## config.mk

```make
export PLATFORM = sky130hd
export DESIGN_NAME = bcb_delta
export DESIGN_NICKNAME = d
export VERILOG_FILES = /design/src/bcb_pkg.sv /design/src/bcb_delta.sv
export SDC_FILE = /design/constraint.sdc
export NUM_CORES = 2
export LEC_CHECK = 0
export BUFFER_PORTS_ARGS = -buffer_cell sky130_fd_sc_hd__buf_2
export CORE_MARGIN = 4
export CORE_UTILIZATION = 30
export DETAILED_ROUTE_END_ITERATION = 7
export PLACE_DENSITY = 0.57
export SLEW_MARGIN = 30
export SYNTH_ARGS = -nofsm -noshare
export SYNTH_HDL_FRONTEND = slang
export SYNTH_SLANG_ARGS = --single-unit
export TNS_END_PERCENT = 100
```

## constraint.sdc

```tcl
create_clock -name i_clk -period 8.3 [get_ports i_clk]
set_input_delay 2.49 -clock i_clk [delete_from_list [all_inputs] [get_ports i_clk]]
set_output_delay 2.49 -clock i_clk [all_outputs]
set_load 0.02 [all_outputs]
```

## src/bcb_pkg.sv

```systemverilog
// Shared types and codes for the bandwidth calendar binner.
package bcb_pkg;

    localparam int NSUMS  = 5;
    localparam int SLOT_W = 5;
    localparam int SUM_W  = 64;
    localparam int TOT_W  = 63;
    localparam int HOUR_W = 32;

    localparam logic [1:0] REQ_SAMPLE = 2'd0;
    localparam logic [1:0] REQ_READ   = 2'd1;
    localparam logic [1:0] REQ_FLUSH  = 2'd2;

    localparam logic [1:0] TBL_SAVED = 2'd0;
    localparam logic [1:0] TBL_HOUR  = 2'd1;
    localparam logic [1:0] TBL_DAY   = 2'd2;
    localparam logic [1:0] TBL_MONTH = 2'd3;

    typedef enum logic [1:0] {
        ST_IDLE,
        ST_FETCH,
        ST_UPDATE
    } t_state;

    typedef logic [NSUMS-1:0][SUM_W-1:0] t_sums;
    typedef logic [NSUMS-1:0][TOT_W-1:0] t_totals;

    typedef struct packed {
        logic [1:0]        req_type;
        logic [HOUR_W-1:0] stats_hour_now;
        logic [4:0]        hour_of_day;
        logic [4:0]        day_of_month;
        logic [3:0]        month_index;
        logic [TOT_W-1:0]  recv_total;
        logic [TOT_W-1:0]  recv_blocked_total;
        logic [TOT_W-1:0]  sent_total;
        logic [TOT_W-1:0]  resent_total;
        logic [TOT_W-1:0]  http_total;
        logic [1:0]        read_table;
        logic [SLOT_W-1:0] read_slot;
    } t_req;

    typedef struct packed {
        logic [SUM_W-1:0]  out_recv;
        logic [SUM_W-1:0]  out_recv_blocked;
        logic [SUM_W-1:0]  out_sent;
        logic [SUM_W-1:0]  out_resent;
        logic [SUM_W-1:0]  out_http;
        logic              out_dirty;
        logic [SLOT_W-1:0] out_current_slot;
        logic [HOUR_W-1:0] out_saved_hour;
    } t_rsp;

    typedef struct packed {
        logic              rd_en;
        logic              upd_en;
        logic              sample;
        logic              flush;
        logic [SLOT_W-1:0] slot;
    } t_lane_cmd;

    typedef struct packed {
        t_sums             sums;
        logic              dirty;
        logic [SLOT_W-1:0] cur_slot;
    } t_lane_rsp;

endpackage

```

## src/bcb_delta.sv

```systemverilog
// Delta unit: per-total difference against the previous running totals.
module bcb_delta (
    input  logic            i_clk,
    input  logic            i_rst_n,
    input  logic            i_load,
    input  bcb_pkg::t_totals i_totals,
    output bcb_pkg::t_sums  o_delta
);
    import bcb_pkg::*;

    t_totals r_prev;
    t_sums   r_delta;
    t_sums   n_delta;

    always_comb begin
        logic [SUM_W-1:0] diff;
        for (int k = 0; k < NSUMS; k++) begin
            diff = {1'b0, i_totals[k]} - {1'b0, r_prev[k]};
            n_delta[k] = diff[SUM_W-1] ? '0 : diff;
        end
    end

    always_ff @(posedge i_clk) begin
        if (!i_rst_n) begin
            r_prev <= '0;
        end else if (i_load) begin
            r_prev <= i_totals;
        end
    end

    always_ff @(posedge i_clk) begin
        if (i_load) begin
            r_delta <= n_delta;
        end
    end

    assign o_delta = r_delta;

endmodule

```

* Word-level counts from Yosys, hierarchy flattened
Cells that the tools add are included.
Word-level totals: register bits after elaboration 635, latch bits 0, bits in writable memories 0, ROM bits 0, output and inout port bits 320, word-level logic and storage cells 20, memories kept 0
Cells by class: add/subtract/negate cells 5, multiply operators 0, div/mod/pow operators 0, order comparisons 0, equal/unequal tests 0, shift-type cells 0, muxes and demuxes 0, bitwise logic cells 0, reductions and logical operators 0
Operators with widths (number):
- $sub A63 B63 Y64 | 5

* Depth between registers and ports, before layout
depth in word-level cells 1, depth in mapped cells 15, mapped depth without buffers 13

* Least setup slack after synthesis
OpenSTA, ideal clock, no wires.
kind input to register, start point in i_totals[252] (netlist name), end point reg r_delta (netlist bit o_delta[316]) (data pin), library setup time 263 ps, arrival time 5245 ps, setup slack 2793 ps, cell stages on the path 13, path buffers 0, cells stage by stage inv_1 > ha_1 > fa_1 > nand2b_1 > a21oi_1 > o21ba_2 > o211ai_1 > a21boi_0 > o2111ai_1 > a2111oi_0 > a21o_1 > o21ai_0 > mux2i_1
On the way: cells in the longest elaborated chain, start to end 1
Ends and longest elaborated chain:
- from (decl) | RTL line bcb_delta.sv:6 | input bcb_pkg::t_totals i_totals,
- $sub A63 B63 Y64 | RTL line bcb_delta.sv:18 | diff = {1'b0, i_totals[k]} - {1'b0, r_prev[k]};
- to (signal assigned) | RTL line bcb_delta.sv:33 | r_delta <= n_delta;
- to (decl) | RTL line bcb_delta.sv:12 | t_sums r_delta;
Every way passes these cells. A chain may end at the register's enable or synchronous reset.

* Final worst setup path
start point in i_totals[127] (netlist name), end point reg r_delta (netlist bit o_delta[144]) (data pin)
Same word-level chain as after synthesis.

==> impl_results.md <==
* Status: finished, final reports clean
* Layout Nets at 6012
* DP Cell Count at 7181
* #FFs+latches synth at 630
* Final setup viols at 0
* CTS Buf Count at 81
* Post-synth cell types at 90
* WL/cell at 19.4 µm
* Worst Max-Slew Pin Slew at 1070 ps
* Fillers at 14890
* PD cells at 207 nW/µm²
* Clock transition at the registers of the reported paths at 50 ps
* Worst IR drop on VDD at 0.143 mV
* Final hold violations at 0
* First-pass GRT wire length at 213 mm
* HPWL after DPL at 111 mm
* Worst Hold Slack at 512 ps
* Max H-tree Level at 3
* Gr usage total at 0.183
* Setup TNS at 0 ps
* DRT antenna net count at 0
* # DRC at 0
* IO Pins at 638
* Startpoint Class: input pin
* EDFF count, synth at 315
* Max Clk Rate at 169 MHz
* Setup CP Type: in -> reg
* Die extent in y at 386 µm
* Final worst path period need at 5910 ps
* Asr flop ratio synth at 0
* Routed vias at 36913
* RSZ-0062 raised after global routing: no
* Area Overhead vs Synth at 17.8%
* Die ar. at 149000 µm²
* Clock latency on the worst-skew pair at 670 ps
* Max_slew headroom at 0.284
* Vias in the first global route at 35449
* Layout cell share with drive strength beyond 1 at 0.152
* Post-route cell area at 50600 µm²
* CORE AREA at 142000 µm²
* Worst min path class: reg -> reg
* P_leak at 21.6 nW
* Total of max-cap violations at 0
* Final Max Slew Viols at 0
* Row cnt at 138
* Hold buffer count at CTS at 0
* Synthesized area at 42900 µm²
* Worst EP arrival at 6310 ps
* Starting DRT DRC Count at 2270
* Number of clock sinks at 630
* Die W at 386 µm
* Pin count of the biggest net entering global routing at 172
* CP max FO at 24
* Starting Density at 0.302
* Routed vias/inst at 5.02
* Syn Inst Count at 4877
* CTS resizes at 0
* # port buffers at 632
* Critical Path Sink Type: flop
* Synth warnings at 0
* Drt first pass iters at 8
* Syn avg cell area at 8.80 µm²
* Clock Skew at 25.4 ps
* Routability congestion estimate at 0.890
* Clock Path Buffers at 3
* GRT Residual Overflow at 0
* Area after DPL at 47800 µm²
* Initial antenna violation count at 55
* Finished Layout Cells at 7351
* TritonCTS clock tree: yes
* Setup bufs post-CTS at 0
* CTS Root Cell: clkbuf_16
* Final period utilization at 0.712
* Post-synth top flop: edfxtp_1
* Final WL at 142 mm
* Required @ worst endpoint at 8700 ps
* Post-synthesis sequential area ratio at 0.367
-- Yosys cell counts (8+ instances only) --
library cell  count  share of area
xor2_1           97          0.020
a221o_1           8         0.0019
o21a_1           64          0.011
nand4_1          96          0.014
a21oi_1         382          0.045
ha_1            315          0.092
a211oi_1         32         0.0056
a21o_1          180          0.031
o211ai_1         30         0.0052
dfxtp_1         315           0.15
or3_1            13         0.0019
clkbuf_1        184          0.016
a31oi_1          40         0.0058
o31ai_1          25         0.0044
and2_1           20         0.0029
nor4_1           24         0.0035
and3_1           41         0.0060
a211o_1           9         0.0018
buf_1            32         0.0028
nand2_1         278          0.024
nor2b_1         350          0.051
a21boi_0         20         0.0035
xnor2_1         149          0.030
o21ai_0         218          0.025
edfxtp_1        315           0.22
nor3b_1           8         0.0014
buf_2            18         0.0021
nor2_1          460          0.040
mux2i_1         327          0.076
and4_1           14         0.0029
inv_1           406          0.035
buf_4             8         0.0014
nor3_1           76         0.0089
nand2b_1         41         0.0060
o31a_1           10         0.0020
nand3_1          64         0.0075
a221oi_1          9         0.0018
or2_2            12         0.0017
o21bai_1         66          0.012
-- stage by stage --
| stage | util | setup WS (ps) | power (mW) |
|---|---|---|---|
| after floorplan | - | 2790 | 5.87 |
| after global placement | 0.336 | 1810 | 6.85 |
| after detailed placement | 0.336 | 1700 | 6.86 |
| after CTS | 0.356 | 2450 | 10.6 |
| after global routing | 0.356 | 2050 | 11.1 |
| final | 0.356 | 2390 | 10.5 |
-- cells in the final DEF, fill, tap and decap left out, types with 180 or more instances in the layout --
| cell type | count |
|---|---|
| nor2b_1 | 350 |
| ha_1 | 315 |
| a21o_1 | 180 |
| nand2_1 | 278 |
| buf_2 | 630 |
| o21ai_0 | 218 |
| edfxtp_1 | 315 |
| dfxtp_1 | 315 |
| a21oi_1 | 382 |
| mux2i_1 | 327 |
| inv_1 | 406 |
| nor2_1 | 459 |
-- per-layer routing --
metal / up-vias / track usage / part of all wire
li1: 18205 / - / -
met1: 17425 / 0.241 / 0.45
met5: - / 0 / 0.0014
met2: 1038 / 0.295 / 0.45
met3: 217 / 0.0537 / 0.081
met4: 28 / 0.0425 / 0.022
-- report_power, final --
| group | switching, mW | leakage (nW) | internal (mW) |
|---|---|---|---|
| registers | 0.132 | 5.79 | 3.66 |
| logic | 1.91 | 14.5 | 1.10 |
| clock network | 1.45 | 1.33 | 2.23 |
| total | 3.49 | 21.6 | 7.00 |
-- flip-flops by register name, summed over array words and instances, names as in the netlist --
signal,cells
r_prev,315
o_delta,315
-- critical path, stage by stage --
cell,delay (ps)
buf_2,120
ha_1,280
nor2b_1,140
o31a_1,330
o311ai_1,430
o2111ai_1,230
a311oi_2,490
o41ai_2,200
and4_1,280
o2111a_2,340
nor2_4,460
buf_4,390
nor3_1,100
-- path summary, 6_finish.rpt --
kind,slack (ps),endpoint,from,depth (start not counted)
max,2390,o_delta[144],i_totals[127],13
min,510,r_prev[117],r_prev[117],2
max reg2reg,3920,o_delta[144],r_prev[127],13
min reg2reg,510,r_prev[117],r_prev[117],2
-- cell type report --
cell class                      instances  area, µm²  area share
Clock inverter                         33        393     0.00777
Sequential cell                       630      15800       0.312
Inverter                              406       1520      0.0301
Antenna cell                           20       50.0    0.000990
Tap cell                             1890       2360      0.0468
Timing Repair Buffer                  653       3390      0.0670
Multi-Input combinational cell       3602      24700       0.489
Clock buffer                          117       2370      0.0468
-- logic make-up (layout without fill, tap and decap cells) --
kind of cell	after synthesis	count (layout)	share of synthesized area
mux	331	331	0.0773
other cells	1	25	0.0000873
flops	630	630	0.367
buf+inv	649	1209	0.0581
fa+ha+maj	320	320	0.0941
compound gates	1177	1177	0.176
xor+xnor	246	246	0.0502
simple gates	1523	1523	0.177
Note: power is estimated with default switching activity, not from simulation.
