File: src/bcb_pkg.sv
// Shared types and codes for the bandwidth calendar binner.
package bcb_pkg;

    localparam int NSUMS  = 5;
    localparam int SLOT_W = 5;
    localparam int SUM_W  = 64;
    localparam int TOT_W  = 63;
    localparam int HOUR_W = 32;

    localparam logic [1:0] REQ_SAMPLE = 2'd0;
    localparam logic [1:0] REQ_READ   = 2'd1;
    localparam logic [1:0] REQ_FLUSH  = 2'd2;

    localparam logic [1:0] TBL_SAVED = 2'd0;
    localparam logic [1:0] TBL_HOUR  = 2'd1;
    localparam logic [1:0] TBL_DAY   = 2'd2;
    localparam logic [1:0] TBL_MONTH = 2'd3;

    typedef enum logic [1:0] {
        ST_IDLE,
        ST_FETCH,
        ST_UPDATE
    } t_state;

    typedef logic [NSUMS-1:0][SUM_W-1:0] t_sums;
    typedef logic [NSUMS-1:0][TOT_W-1:0] t_totals;

    typedef struct packed {
        logic [1:0]        req_type;
        logic [HOUR_W-1:0] stats_hour_now;
        logic [4:0]        hour_of_day;
        logic [4:0]        day_of_month;
        logic [3:0]        month_index;
        logic [TOT_W-1:0]  recv_total;
        logic [TOT_W-1:0]  recv_blocked_total;
        logic [TOT_W-1:0]  sent_total;
        logic [TOT_W-1:0]  resent_total;
        logic [TOT_W-1:0]  http_total;
        logic [1:0]        read_table;
        logic [SLOT_W-1:0] read_slot;
    } t_req;

    typedef struct packed {
        logic [SUM_W-1:0]  out_recv;
        logic [SUM_W-1:0]  out_recv_blocked;
        logic [SUM_W-1:0]  out_sent;
        logic [SUM_W-1:0]  out_resent;
        logic [SUM_W-1:0]  out_http;
        logic              out_dirty;
        logic [SLOT_W-1:0] out_current_slot;
        logic [HOUR_W-1:0] out_saved_hour;
    } t_rsp;

    typedef struct packed {
        logic              rd_en;
        logic              upd_en;
        logic              sample;
        logic              flush;
        logic [SLOT_W-1:0] slot;
    } t_lane_cmd;

    typedef struct packed {
        t_sums             sums;
        logic              dirty;
        logic [SLOT_W-1:0] cur_slot;
    } t_lane_rsp;

endpackage

File: src/bcb_merge.sv
// Merge stage: select the addressed lane and register the result.
module bcb_merge (
    input  logic                      i_clk,
    input  logic                      i_rst_n,
    input  logic                      i_load,
    input  logic [1:0]                i_table,
    input  bcb_pkg::t_lane_rsp        i_hour,
    input  bcb_pkg::t_lane_rsp        i_day,
    input  bcb_pkg::t_lane_rsp        i_month,
    input  logic [bcb_pkg::HOUR_W-1:0] i_saved_hour,
    input  logic                      i_saved_dirty,
    output logic                      o_strobe,
    output bcb_pkg::t_rsp             o_rsp
);
    import bcb_pkg::*;

    t_lane_rsp sel;
    t_rsp      n_rsp;
    t_rsp      r_rsp;
    logic      r_strobe;

    always_comb begin
        case (i_table)
            TBL_HOUR:  sel = i_hour;
            TBL_DAY:   sel = i_day;
            TBL_MONTH: sel = i_month;
            default: begin
                sel       = '0;
                sel.dirty = i_saved_dirty;
            end
        endcase
        n_rsp.out_recv         = sel.sums[0];
        n_rsp.out_recv_blocked = sel.sums[1];
        n_rsp.out_sent         = sel.sums[2];
        n_rsp.out_resent       = sel.sums[3];
        n_rsp.out_http         = sel.sums[4];
        n_rsp.out_dirty        = sel.dirty;
        n_rsp.out_current_slot = sel.cur_slot;
        n_rsp.out_saved_hour   = i_saved_hour;
    end

    always_ff @(posedge i_clk) begin
        if (!i_rst_n) begin
            r_strobe <= 1'b0;
        end else begin
            r_strobe <= i_load;
        end
    end

    always_ff @(posedge i_clk) begin
        if (i_load) begin
            r_rsp <= n_rsp;
        end
    end

    assign o_strobe = r_strobe;
    assign o_rsp    = r_rsp;

endmodule

File: config.mk
export PLATFORM = sky130hd
export DESIGN_NAME = bcb_merge
export DESIGN_NICKNAME = d
export VERILOG_FILES = /design/src/bcb_pkg.sv /design/src/bcb_merge.sv
export SDC_FILE = /design/constraint.sdc
export NUM_CORES = 1
export LEC_CHECK = 0
export ABC_AREA = 1
export BUFFER_PORTS_ARGS = -buffer_cell sky130_fd_sc_hd__buf_4
export CAP_MARGIN = 20
export CORE_AREA = 5 5 530 532
export CTS_CLUSTER_DIAMETER = 150
export CTS_CLUSTER_SIZE = 30
export DETAILED_ROUTE_END_ITERATION = 8
export DIE_AREA = 0 0 535 537
export PLACE_DENSITY = 0.3
export SETUP_SLACK_MARGIN = 0.15
export SLEW_MARGIN = 30
export SYNTH_ARGS = -nofsm -noshare
export SYNTH_HDL_FRONTEND = slang
export SYNTH_SLANG_ARGS = --single-unit
File: constraint.sdc
create_clock -name i_clk -period 2.8 [get_ports i_clk]
set_input_delay 0.7 -clock i_clk [delete_from_list [all_inputs] [get_ports i_clk]]
set_output_delay 0.7 -clock i_clk [all_outputs]
set_load 0.05 [all_outputs]
Word-level counts from Yosys, hierarchy flattened
Cells that the tools add are included.
- equality and inequality tests: 3
- muxes and demuxes: 1
- operator list (operator ; number):
    $pmux 326 s3 ; 1
    $eq 2x2->1 const B ; 2
    $eq 2x1->1 const B ; 1
- register bits: 359
- input bits: 1016
- output and inout bits: 359
- word-level logic and storage cells: 13

Logic depth before layout (Yosys ltp)
Gate-level depths: netlist of the first run.
- word-level depth: 2
- depth in mapped cells: 7
- mapped depth without buffers: 4

Worst setup path before layout of the first run
OpenSTA, ideal clock, no wires.
- path type: input to register
- from: input i_table[1]
- to: register r_rsp, in the netlist o_rsp[102] (data pin)
- arrival time: 1.420 ns
- data required time: 2.541 ns
- setup slack: 1.122 ns
- stages on the path: 7
- path through: buf_4 > inv_2 > nor2_8 > buf_4 > buf_2 > nand2_1 > nand3_1
- RTL lines (what ; line ; source):
    start, declared ; bcb_merge.sv:6 ; input logic [1:0] i_table,
    end signal, assigned ; bcb_merge.sv:52 ; r_rsp <= n_rsp;
    end, declared ; bcb_merge.sv:19 ; t_rsp r_rsp;

Worst setup path in the final report of the first run
- from: register r_rsp, in the netlist o_rsp[68]
- to: output o_rsp[68] (netlist name)
- RTL lines (what ; line ; source):
    end, declared ; bcb_merge.sv:13 ; output bcb_pkg::t_rsp o_rsp
No word-level cell between the ends.

==> results.sh, run 1 <==
export IMPL_worstMarginPinSlew_ps=686.4
export IMPL_drtAntennaViolNets=0
export IMPL_hold_slack_ps=143.7
export IMPL_cp_top_family="flip-flops"
export IMPL_irDropWorstVdd_uv=648.0
export IMPL_ys_seq_elements=359
export IMPL_layout_min_cycle_time_ps=2207
export IMPL_critPathBufInv=1
export IMPL_post_cts_setup_buffers=0
export IMPL_ctsResizeCount=0
export IMPL_yosysWarnings=0
export IMPL_htree_levels=1
export IMPL_syn_cell_area_um2=16740
export IMPL_whs_path_depth=1
export IMPL_relSlewSlack=0.5424
export IMPL_hp_class="primary input to register"
export IMPL_cpPeakStageDelay_ps=520
export IMPL_finalCritPeriodShare=0.7883
export IMPL_cts_hold_fix_buffers=0
export IMPL_drc=0
export IMPL_slew_viol_final=0
export IMPL_grt_max_degree=69
export IMPL_finalHoldViolCount=0
export IMPL_hold_start="i_saved_hour[27]"
export IMPL_crit_fanout=1
export IMPL_cts_sinks=359
export IMPL_antenna_found_initial=140
export IMPL_ff_latch_area_um2=10770
export IMPL_powerDensity_nw_per_um2=531.7
export IMPL_wire_per_inst_um=30.24
export IMPL_syn_avg_cell_area_um2=9.410
export IMPL_setup_viol=0
export IMPL_core_um2=275500
export IMPL_cp_depth=1
export IMPL_rsz0062_at_grt="no"
export IMPL_vias_per_cell=2.939
export IMPL_fmax_ghz=0.4530
export IMPL_clk_pin_slew_ps=130
export IMPL_worstSetupStartpoint="o_rsp[68]$_DFFE_PP_"
export IMPL_final_setup_tns_ps=0
export IMPL_worstSetupStartpointType="register"
export IMPL_synthCells=1779
export IMPL_die_x_um=535
export IMPL_drv_cap=0
export IMPL_die_y_um=537
export IMPL_tritoncts="done"
export IMPL_p_leak_uw=0.01375
export IMPL_ys_seq_area_frac=0.6433
export IMPL_cts_buffers=25
export IMPL_status="finished, final reports clean"
export IMPL_end_kind="primary output"
export IMPL_multi_input_area_um2=5360
export IMPL_ios=1375
export IMPL_start_util=0.06076
export IMPL_gp_congestion=0.9445
export IMPL_via_count=20212
export IMPL_dpl_hpwl_um=184100
export IMPL_drt_pass1_iterations=5
export IMPL_path_class="register to primary output"
export IMPL_fillers=31990
export IMPL_layout_area_overhead_vs_synth_pct=96.87
export IMPL_drt_wl_total_um=207900
export IMPL_grt_pass1_wl_um=252700
export IMPL_grt_overflow=0
export IMPL_finalNetCount=4154
export IMPL_critical_path_slowest_cell="edfxtp_1"
export IMPL_detail_route_iter0_violations=1378
export IMPL_cts_buffer_depth=3
export IMPL_num_rows=193
export IMPL_syn_nets=2795
export IMPL_grt_total_usage=0.1367
export IMPL_grt_pass1_vias=21104
export IMPL_critPathArrivalTime_ps=1510
export IMPL_power_total_uw=17530
export IMPL_worstPathRequired_ps=2100
export IMPL_cts_root_buf="clkbuf_16"
export IMPL_yosys_cell_types_count=11
export IMPL_drive_above_1_share=0.4718
export IMPL_io_buffers=1374
export IMPL_path_cells="buf_4"
export IMPL_die_area_um2=287300
-- synth_stat cells, drive strengths merged --
cell	n	area (um2)
buf	103	580.6
clkbuf	4	15.01
nand3	329	1647
nand2	977	3667
edfxtp	358	10750
nor2	2	40.04
nand4	1	6.260
inv	4	15.01
dfxtp	1	20.02
-- registers in the layout, summed over array words and instances (netlist names) --
signal    flops
o_rsp       358
o_strobe      1
-- through the flow --
step / area (um2) / util / worst slack, ps / instances
after floorplan: 16740 / - / 1122 / 1779
after global placement: 31910 / 0.1158 / 410.7 / 6816
after detailed placement: 31910 / 0.1158 / 421.8 / 6816
after CTS: 32920 / 0.1195 / 438.8 / 6861
after global routing: 32940 / 0.1195 / 466.8 / 6867
final: 32960 / 0.1196 / 592.7 / 6876
-- area by class of cell --
| class | count | share of cell area |
|---|---|---|
| Clock buffer | 25 | 0.01898 |
| Antenna cell | 15 | 0.001139 |
| Timing Repair Buffer | 1439 | 0.3375 |
| Clock inverter | 20 | 0.01162 |
| Tap cell | 3705 | 0.1407 |
| Sequential cell | 359 | 0.3268 |
| Multi-Input combinational cell | 1309 | 0.1626 |
| Inverter | 4 | 0.0006833 |
-- per-layer routing --
layer / up-vias / share of wire / GRT usage
li1: 8689 / - / -
met1: 9845 / 0.41 / 0.1670
met2: 1325 / 0.42 / 0.2058
met3: 255 / 0.14 / 0.08273
met4: 98 / 0.024 / 0.02690
met5: - / 0.0031 / 0
-- report_power, final --
group	switching, uW	internal (uW)
Clock	2870	2130
Combinational	3890	1840
Sequential	263	6530
-- cell usage in the layout (no fill, tap or decap) --
cell type	n
clkinv_16	4
clkbuf_16	25
edfxtp_1	358
inv_2	2
buf_8	1
nand4_1	1
dfxtp_1	1
inv_1	1
nor2_8	2
nand3_1	329
clkinv_4	1
inv_16	3
nand2_1	977
inv_8	2
inv_6	5
bufinv_16	3
buf_12	25
buf_4	1413
diode_2	15
inv_12	3
-- path summary, 6_finish.rpt --
path,slack (ps),endpoint
max,590,o_rsp[68]
min,140,o_rsp[27]$_DFFE_PP_
-- logic make-up after synthesis --
| kind of cell | Yosys count | synth area share |
|---|---|---|
| buffers and inverters | 111 | 0.03647 |
| DFF | 359 | 0.6433 |
| and+or+nand+nor | 1309 | 0.3202 |
Power figures use the tool's default switching activity.
==> inputs of run 2 (changes only) <==
--- a/config.mk
+++ b/config.mk
@@ -8,11 +8,11 @@
 export ABC_AREA = 1
 export BUFFER_PORTS_ARGS = -buffer_cell sky130_fd_sc_hd__buf_4
 export CAP_MARGIN = 20
-export CORE_AREA = 5 5 530 532
+export CORE_AREA = 5 5 540 542
 export CTS_CLUSTER_DIAMETER = 150
 export CTS_CLUSTER_SIZE = 30
 export DETAILED_ROUTE_END_ITERATION = 8
-export DIE_AREA = 0 0 535 537
+export DIE_AREA = 0 0 545 547
 export PLACE_DENSITY = 0.3
 export SETUP_SLACK_MARGIN = 0.15
 export SLEW_MARGIN = 30
==> constraint.sdc (replaced) <==
create_clock -name i_clk -period 2.3 [get_ports i_clk]
set_input_delay 0.575 -clock i_clk [delete_from_list [all_inputs] [get_ports i_clk]]
set_output_delay 0.575 -clock i_clk [all_outputs]
set_load 0.05 [all_outputs]
==> run 2 against run 1 <==
Effect of this change:
- first-iteration DRC count fell by 2.8%
- non-clock buffer count rose by 55
- flip-flop and latch count did not move
- setup slack got worse by 370 ps
- critical path depth did not move
- clock power rose by 15%
- via count fell by 0.63%
- global-route usage fell by 0.96 points
- final cell count rose by 2.1%
- wire length fell by 3.4%
- die area rose by 3.8%
- critical endpoint is now o_rsp[303]
- largest power group unchanged
- highest routed layer unchanged
==> results.sh, run 2 (same netlist as run 1, synthesis figures left out) <==
export IMPL_finalNetCount=4209
export IMPL_die_area_um2=298100
export IMPL_fillers=33284
export IMPL_relSlewSlack=0.6340
export IMPL_setup_viol=0
export IMPL_met2_length_um=88500
export IMPL_fmax_ghz=0.4812
export IMPL_core_um2=286400
export IMPL_cts_buffers=25
export IMPL_dpl_hpwl_um=179500
export IMPL_irDropWorstVdd_uv=604.9
export IMPL_whs_path_depth=3
export IMPL_drc=0
export IMPL_critPathArrivalTime_ps=1500
export IMPL_vias_per_cell=2.862
export IMPL_final_area_um2=33500
export IMPL_critical_path_slowest_cell="edfxtp_1"
export IMPL_grt_total_usage=0.1271
export IMPL_drt_pass1_iterations=5
export IMPL_die_y_um=547
export IMPL_worstMarginPinSlew_ps=549.0
export IMPL_hold_slack_ps=131.7
export IMPL_clk_pin_slew_ps=130
export IMPL_gp_congestion=0.8704
export IMPL_hp_class="primary input to register"
export IMPL_powerDensity_nw_per_um2=628.1
export IMPL_layout_area_overhead_vs_synth_pct=100.1
export IMPL_drv_cap=0
export IMPL_num_rows=197
export IMPL_grt_overflow=0
export IMPL_layout_min_cycle_time_ps=2078
export IMPL_cpPeakStageDelay_ps=590
export IMPL_path_cells="buf_6"
export IMPL_die_x_um=545
export IMPL_via_count=20085
export IMPL_p_leak_uw=0.01396
export IMPL_htree_levels=1
export IMPL_fin_ws_ps=222.0
export IMPL_worstSetupStartpointType="register"
export IMPL_largest_reg_flops=358
export IMPL_cp_top_family="flip-flops"
export IMPL_ios=1375
export IMPL_finalHoldViolCount=0
export IMPL_crit_fanout=1
export IMPL_layout_commonest_cell="buf_4"
export IMPL_cts_buffer_depth=3
export IMPL_grt_pass1_wl_um=244400
export IMPL_pre_cts_ws_ps=115.8
export IMPL_critPathBufInv=1
export IMPL_grt_pass1_vias=21198
export IMPL_rsz0062_at_grt="yes"
export IMPL_top_layer_used="met5"
export IMPL_worstPathRequired_ps=1730
export IMPL_io_buffers=1374
export IMPL_status="finished, final reports clean"
export IMPL_antenna_found_initial=157
export IMPL_final_setup_tns_ps=0
export IMPL_hold_path_end="o_rsp[115]$_DFFE_PP_"
export IMPL_slew_viol_final=0
export IMPL_detail_route_iter0_violations=1340
export IMPL_grt_max_degree=61
export IMPL_wl_met3_um=29230
export IMPL_tritoncts="done"
export IMPL_final_cell_mix="buf_4, nand2_1, edfxtp_1"
export IMPL_drtAntennaViolNets=0
export IMPL_cts_sinks=359
export IMPL_path_class="register to primary output"
export IMPL_drt_met1_wl_um=78910
export IMPL_dpl_cell_area_um2=32120
export IMPL_dp_cells=6914
export IMPL_hold_start="i_hour[211]"
export IMPL_wire_per_inst_um=28.63
export IMPL_cts_root_buf="clkbuf_16"
export IMPL_start_util=0.05845
export IMPL_end_kind="primary output"
export IMPL_drive_above_1_share=0.4701
export IMPL_finalCritPeriodShare=0.9035
export IMPL_drt_wl_total_um=200900
export IMPL_fin_cells=7017
==> run 2: what timing repair did <==
action / in CTS / in global routing
hold buffers: 33 / 0
setup endpoints to repair: 10 / 1
endpoints found under the hold margin: 33 / 0
setup buffers: 0 / 0
gates resized for setup: 10 / 0
==> run 2: final cells by class <==
| cell class | instances | area [um2] | share of cell area |
|---|---|---|---|
| Sequential cell | 359 | 10770 | 0.3215 |
| Timing Repair Buffer | 1494 | 11610 | 0.3465 |
| Inverter | 4 | 22.52 | 0.0006723 |
| Antenna cell | 26 | 65.06 | 0.001942 |
| Clock buffer | 25 | 625.6 | 0.01867 |
| Clock inverter | 19 | 319.1 | 0.009524 |
| Tap cell | 3781 | 4731 | 0.1412 |
| Multi-Input combinational cell | 1309 | 5360 | 0.1600 |
==> run 2: power by group <==
part           switching (uW)  internal (uW)
clock network            3420           2340
registers                 308           7950
logic                    4730           2300
==> run 2: worst max path at each step <==
stage	start	endpoint	slack [ps]	cells after the start
floorplan	i_table[1]	o_rsp[102]$_DFFE_PP_	750	7
global placement	i_table[1]	o_rsp[251]$_DFFE_PP_	140	6
detailed placement	i_table[1]	o_rsp[255]$_DFFE_PP_	120	6
CTS	o_rsp[191]$_DFFE_PP_	o_rsp[191]	120	1
global route	o_rsp[303]$_DFFE_PP_	o_rsp[303]	130	1
finish	o_rsp[303]$_DFFE_PP_	o_rsp[303]	220	1
==> run 2: per-layer routing <==
layer | GRT usage | vias to the layer above
met3 | 0.08036 | 262
li1 | - | 8811
met4 | 0.02155 | 130
met1 | 0.1472 | 9662
met2 | 0.2001 | 1220
met5 | 0 | -
==> run 2: per-stage QoR <==
stage | power [uW] | utilization
2_1_floorplan | 11220 | -
3_3_place_gp | 15580 | 0.1122
3_5_place_dp | 15550 | 0.1122
4_1_cts | 21760 | 0.1167
5_1_grt | 22030 | 0.1168
6_report | 21040 | 0.1170
==> inputs of run 3 (changes only) <==
--- a/config.mk
+++ b/config.mk
@@ -5,15 +5,14 @@
 export SDC_FILE = /design/constraint.sdc
 export NUM_CORES = 1
 export LEC_CHECK = 0
-export ABC_AREA = 1
 export BUFFER_PORTS_ARGS = -buffer_cell sky130_fd_sc_hd__buf_4
 export CAP_MARGIN = 20
-export CORE_AREA = 5 5 540 542
+export CORE_AREA = 5 5 534 536
 export CTS_CLUSTER_DIAMETER = 150
 export CTS_CLUSTER_SIZE = 30
 export DETAILED_ROUTE_END_ITERATION = 8
-export DIE_AREA = 0 0 545 547
-export PLACE_DENSITY = 0.3
+export DIE_AREA = 0 0 539 541
+export PLACE_DENSITY = 0.31
 export SETUP_SLACK_MARGIN = 0.15
 export SLEW_MARGIN = 30
 export SYNTH_ARGS = -nofsm -noshare
==> run 3 against run 2 <==
Effect of this change:
- combinational power is 4.4% higher
- first-iteration DRC count decreased by 18%
- utilization increased by 0.88 points
- critical endpoint is now o_rsp[277]
- largest cell class unchanged
- highest routed layer unchanged
==> results.sh, run 3 <==
export IMPL_yosys_top_cells_count="edfxtp_1, a22o_1, mux2_2"
export IMPL_die_x_um=539
export IMPL_drc=0
export IMPL_ys_seq_area_frac=0.5893
export IMPL_cpPeakStageDelay_ps=560
export IMPL_postLayoutCoreUtil=0.1257
export IMPL_critPathBufInv=1
export IMPL_ys_seq_elements=359
export IMPL_multi_input_area_um2=6924
export IMPL_ff_latch_area_um2=10770
export IMPL_grt_total_usage=0.1261
export IMPL_worstPathRequired_ps=1730
export IMPL_hp_class="primary input to register"
export IMPL_syn_cell_area_um2=18280
export IMPL_drive_above_1_share=0.7062
export IMPL_yosysMostFrequentCell="edfxtp_1"
export IMPL_end_kind="primary output"
export IMPL_drt_wl_total_um=194100
export IMPL_htree_levels=1
export IMPL_grt_overflow=0
export IMPL_ys_async_sr_fraction=0
export IMPL_gp_congestion=0.9002
export IMPL_num_rows=195
export IMPL_cts_root_buf="clkbuf_16"
export IMPL_drt_pass1_iterations=4
export IMPL_irDropWorstVdd_uv=540.3
export IMPL_synth_top_cell_area_share=0.5882
export IMPL_finalHoldViolCount=0
export IMPL_yosys_cell_types_count=13
export IMPL_syn_avg_cell_area_um2=16.32
export IMPL_syn_nets=2136
export IMPL_finalNetCount=3554
export IMPL_fillers=31869
export IMPL_status="finished, final reports clean"
export IMPL_cp_top_family="flip-flops"
export IMPL_cts_buffers=24
export IMPL_p_leak_uw=0.01443
export IMPL_wire_per_inst_um=30.74
export IMPL_synthTopCellsByArea="edfxtp_1, a22o_1, mux2_2, mux2_4, mux2_1"
export IMPL_hold_slack_ps=99.15
export IMPL_whs_path_depth=1
export IMPL_final_cell_mix="buf_4, edfxtp_1, a22o_1"
export IMPL_critical_path_slowest_cell="edfxtp_1"
export IMPL_grt_max_degree=82
export IMPL_layout_commonest_cell="buf_4"
export IMPL_fmax_ghz=0.4840
export IMPL_largest_reg_flops=358
export IMPL_finalCritPeriodShare=0.8983
export IMPL_die_y_um=541
export IMPL_rsz0062_at_grt="yes"
export IMPL_core_um2=280300
export IMPL_die_area_um2=291600
export IMPL_start_util=0.06520
export IMPL_io_buffers=1374
export IMPL_cts_buffer_depth=3
export IMPL_path_cells="buf_6"
export IMPL_setup_viol=0
export IMPL_yosysWarnings=0
export IMPL_antenna_found_initial=152
export IMPL_layout_min_cycle_time_ps=2066
export IMPL_power_total_uw=21550
export IMPL_crit_fanout=1
export IMPL_drv_cap=0
export IMPL_detail_route_iter0_violations=1103
export IMPL_clk_pin_slew_ps=130
export IMPL_vias_per_cell=2.796
export IMPL_layout_area_overhead_vs_synth_pct=92.83
export IMPL_synth_edff_count=358
export IMPL_cp_depth=1
export IMPL_drtAntennaViolNets=0
export IMPL_tritoncts="done"
export IMPL_worstSetupStartpointType="register"
export IMPL_ios=1375
export IMPL_slew_viol_final=0
export IMPL_dpl_hpwl_um=172000
export IMPL_powerDensity_nw_per_um2=611.4
export IMPL_path_class="register to primary output"
export IMPL_cts_sinks=359
export IMPL_worstMarginPinSlew_ps=490.2
export IMPL_synth_top_area_cell="edfxtp_1"
export IMPL_grt_pass1_wl_um=236400
export IMPL_critPathArrivalTime_ps=1490
export IMPL_ys_flop_type="edfxtp_1"
export IMPL_grt_pass1_vias=18738
export IMPL_via_count=17661
export IMPL_relSlewSlack=0.6732
export IMPL_synthCells=1120
==> run 3: changes by cell type in the layout (fill, tap and decap cells not counted), sizes merged, moves of 9 or more <==
cell and delta:
nand3 -329, buf +14, diode -9, mux2 +325
a22o +325, nand2 -977
==> run 3: logic make-up after synthesis <==
kind of cell	count (synthesis)	share of synthesized area
DFF	359	0.5893
muxes	326	0.2220
AOI/OAI and AO/OA	325	0.1557
buffers and inverters	108	0.03231
and+or+nand+nor	2	0.0006850
==> run 3: where the power goes <==
| group | leakage, uW | switching (uW) | internal (uW) |
|---|---|---|---|
| Clock | 0.000461 | 3340 | 2540 |
| Combinational | 0.0105 | 4460 | 2880 |
| Sequential | 0.00348 | 386 | 7940 |
==> run 3: through the flow <==
step,cell area [um2],instances,setup slack (ps),setup TNS [ps]
floorplan,18280,1120,508.1,0
global placement,33890,6230,-63.76,-108.3
detailed placement,33890,6230,-53.78,-70.63
CTS,35200,6299,75.21,0
global route,35220,6304,133.0,0
finish,35250,6316,234.0,0
==> run 3: metal layers <==
| layer | global-route usage | up-vias | part of all wire |
|---|---|---|---|
| met5 | 0 | - | 0.0044 |
| met4 | 0.01480 | 132 | 0.015 |
| met3 | 0.08821 | 253 | 0.15 |
| met2 | 0.1994 | 1163 | 0.44 |
| met1 | 0.1429 | 8624 | 0.38 |
| li1 | - | 7489 | - |
==> run 3: what timing repair did <==
action | 4_1_cts | 5_1_grt
buffers inserted | 0 | 0
endpoints found under the setup margin | 19 | 4
endpoints found under the hold margin | 25 | 0
hold buffers | 25 | 0
gates resized for setup | 19 | 0
==> run 3: final cells by class <==
class                      instances  share of cell area
clock buffer                      26             0.01786
antenna                           17            0.001207
tap                             3743              0.1329
sequential                       359              0.3056
clock inverter                    18             0.01037
multi-input combinational        653              0.1965
timing repair buffer            1500              0.3357
==> run 3: worst paths after layout <==
kind                        startpoint                  to  slack, ps
setup / recovery  o_rsp[277]$_DFFE_PP_          o_rsp[277]        230
hold / removal         i_saved_hour[4]  o_rsp[4]$_DFFE_PP_        100
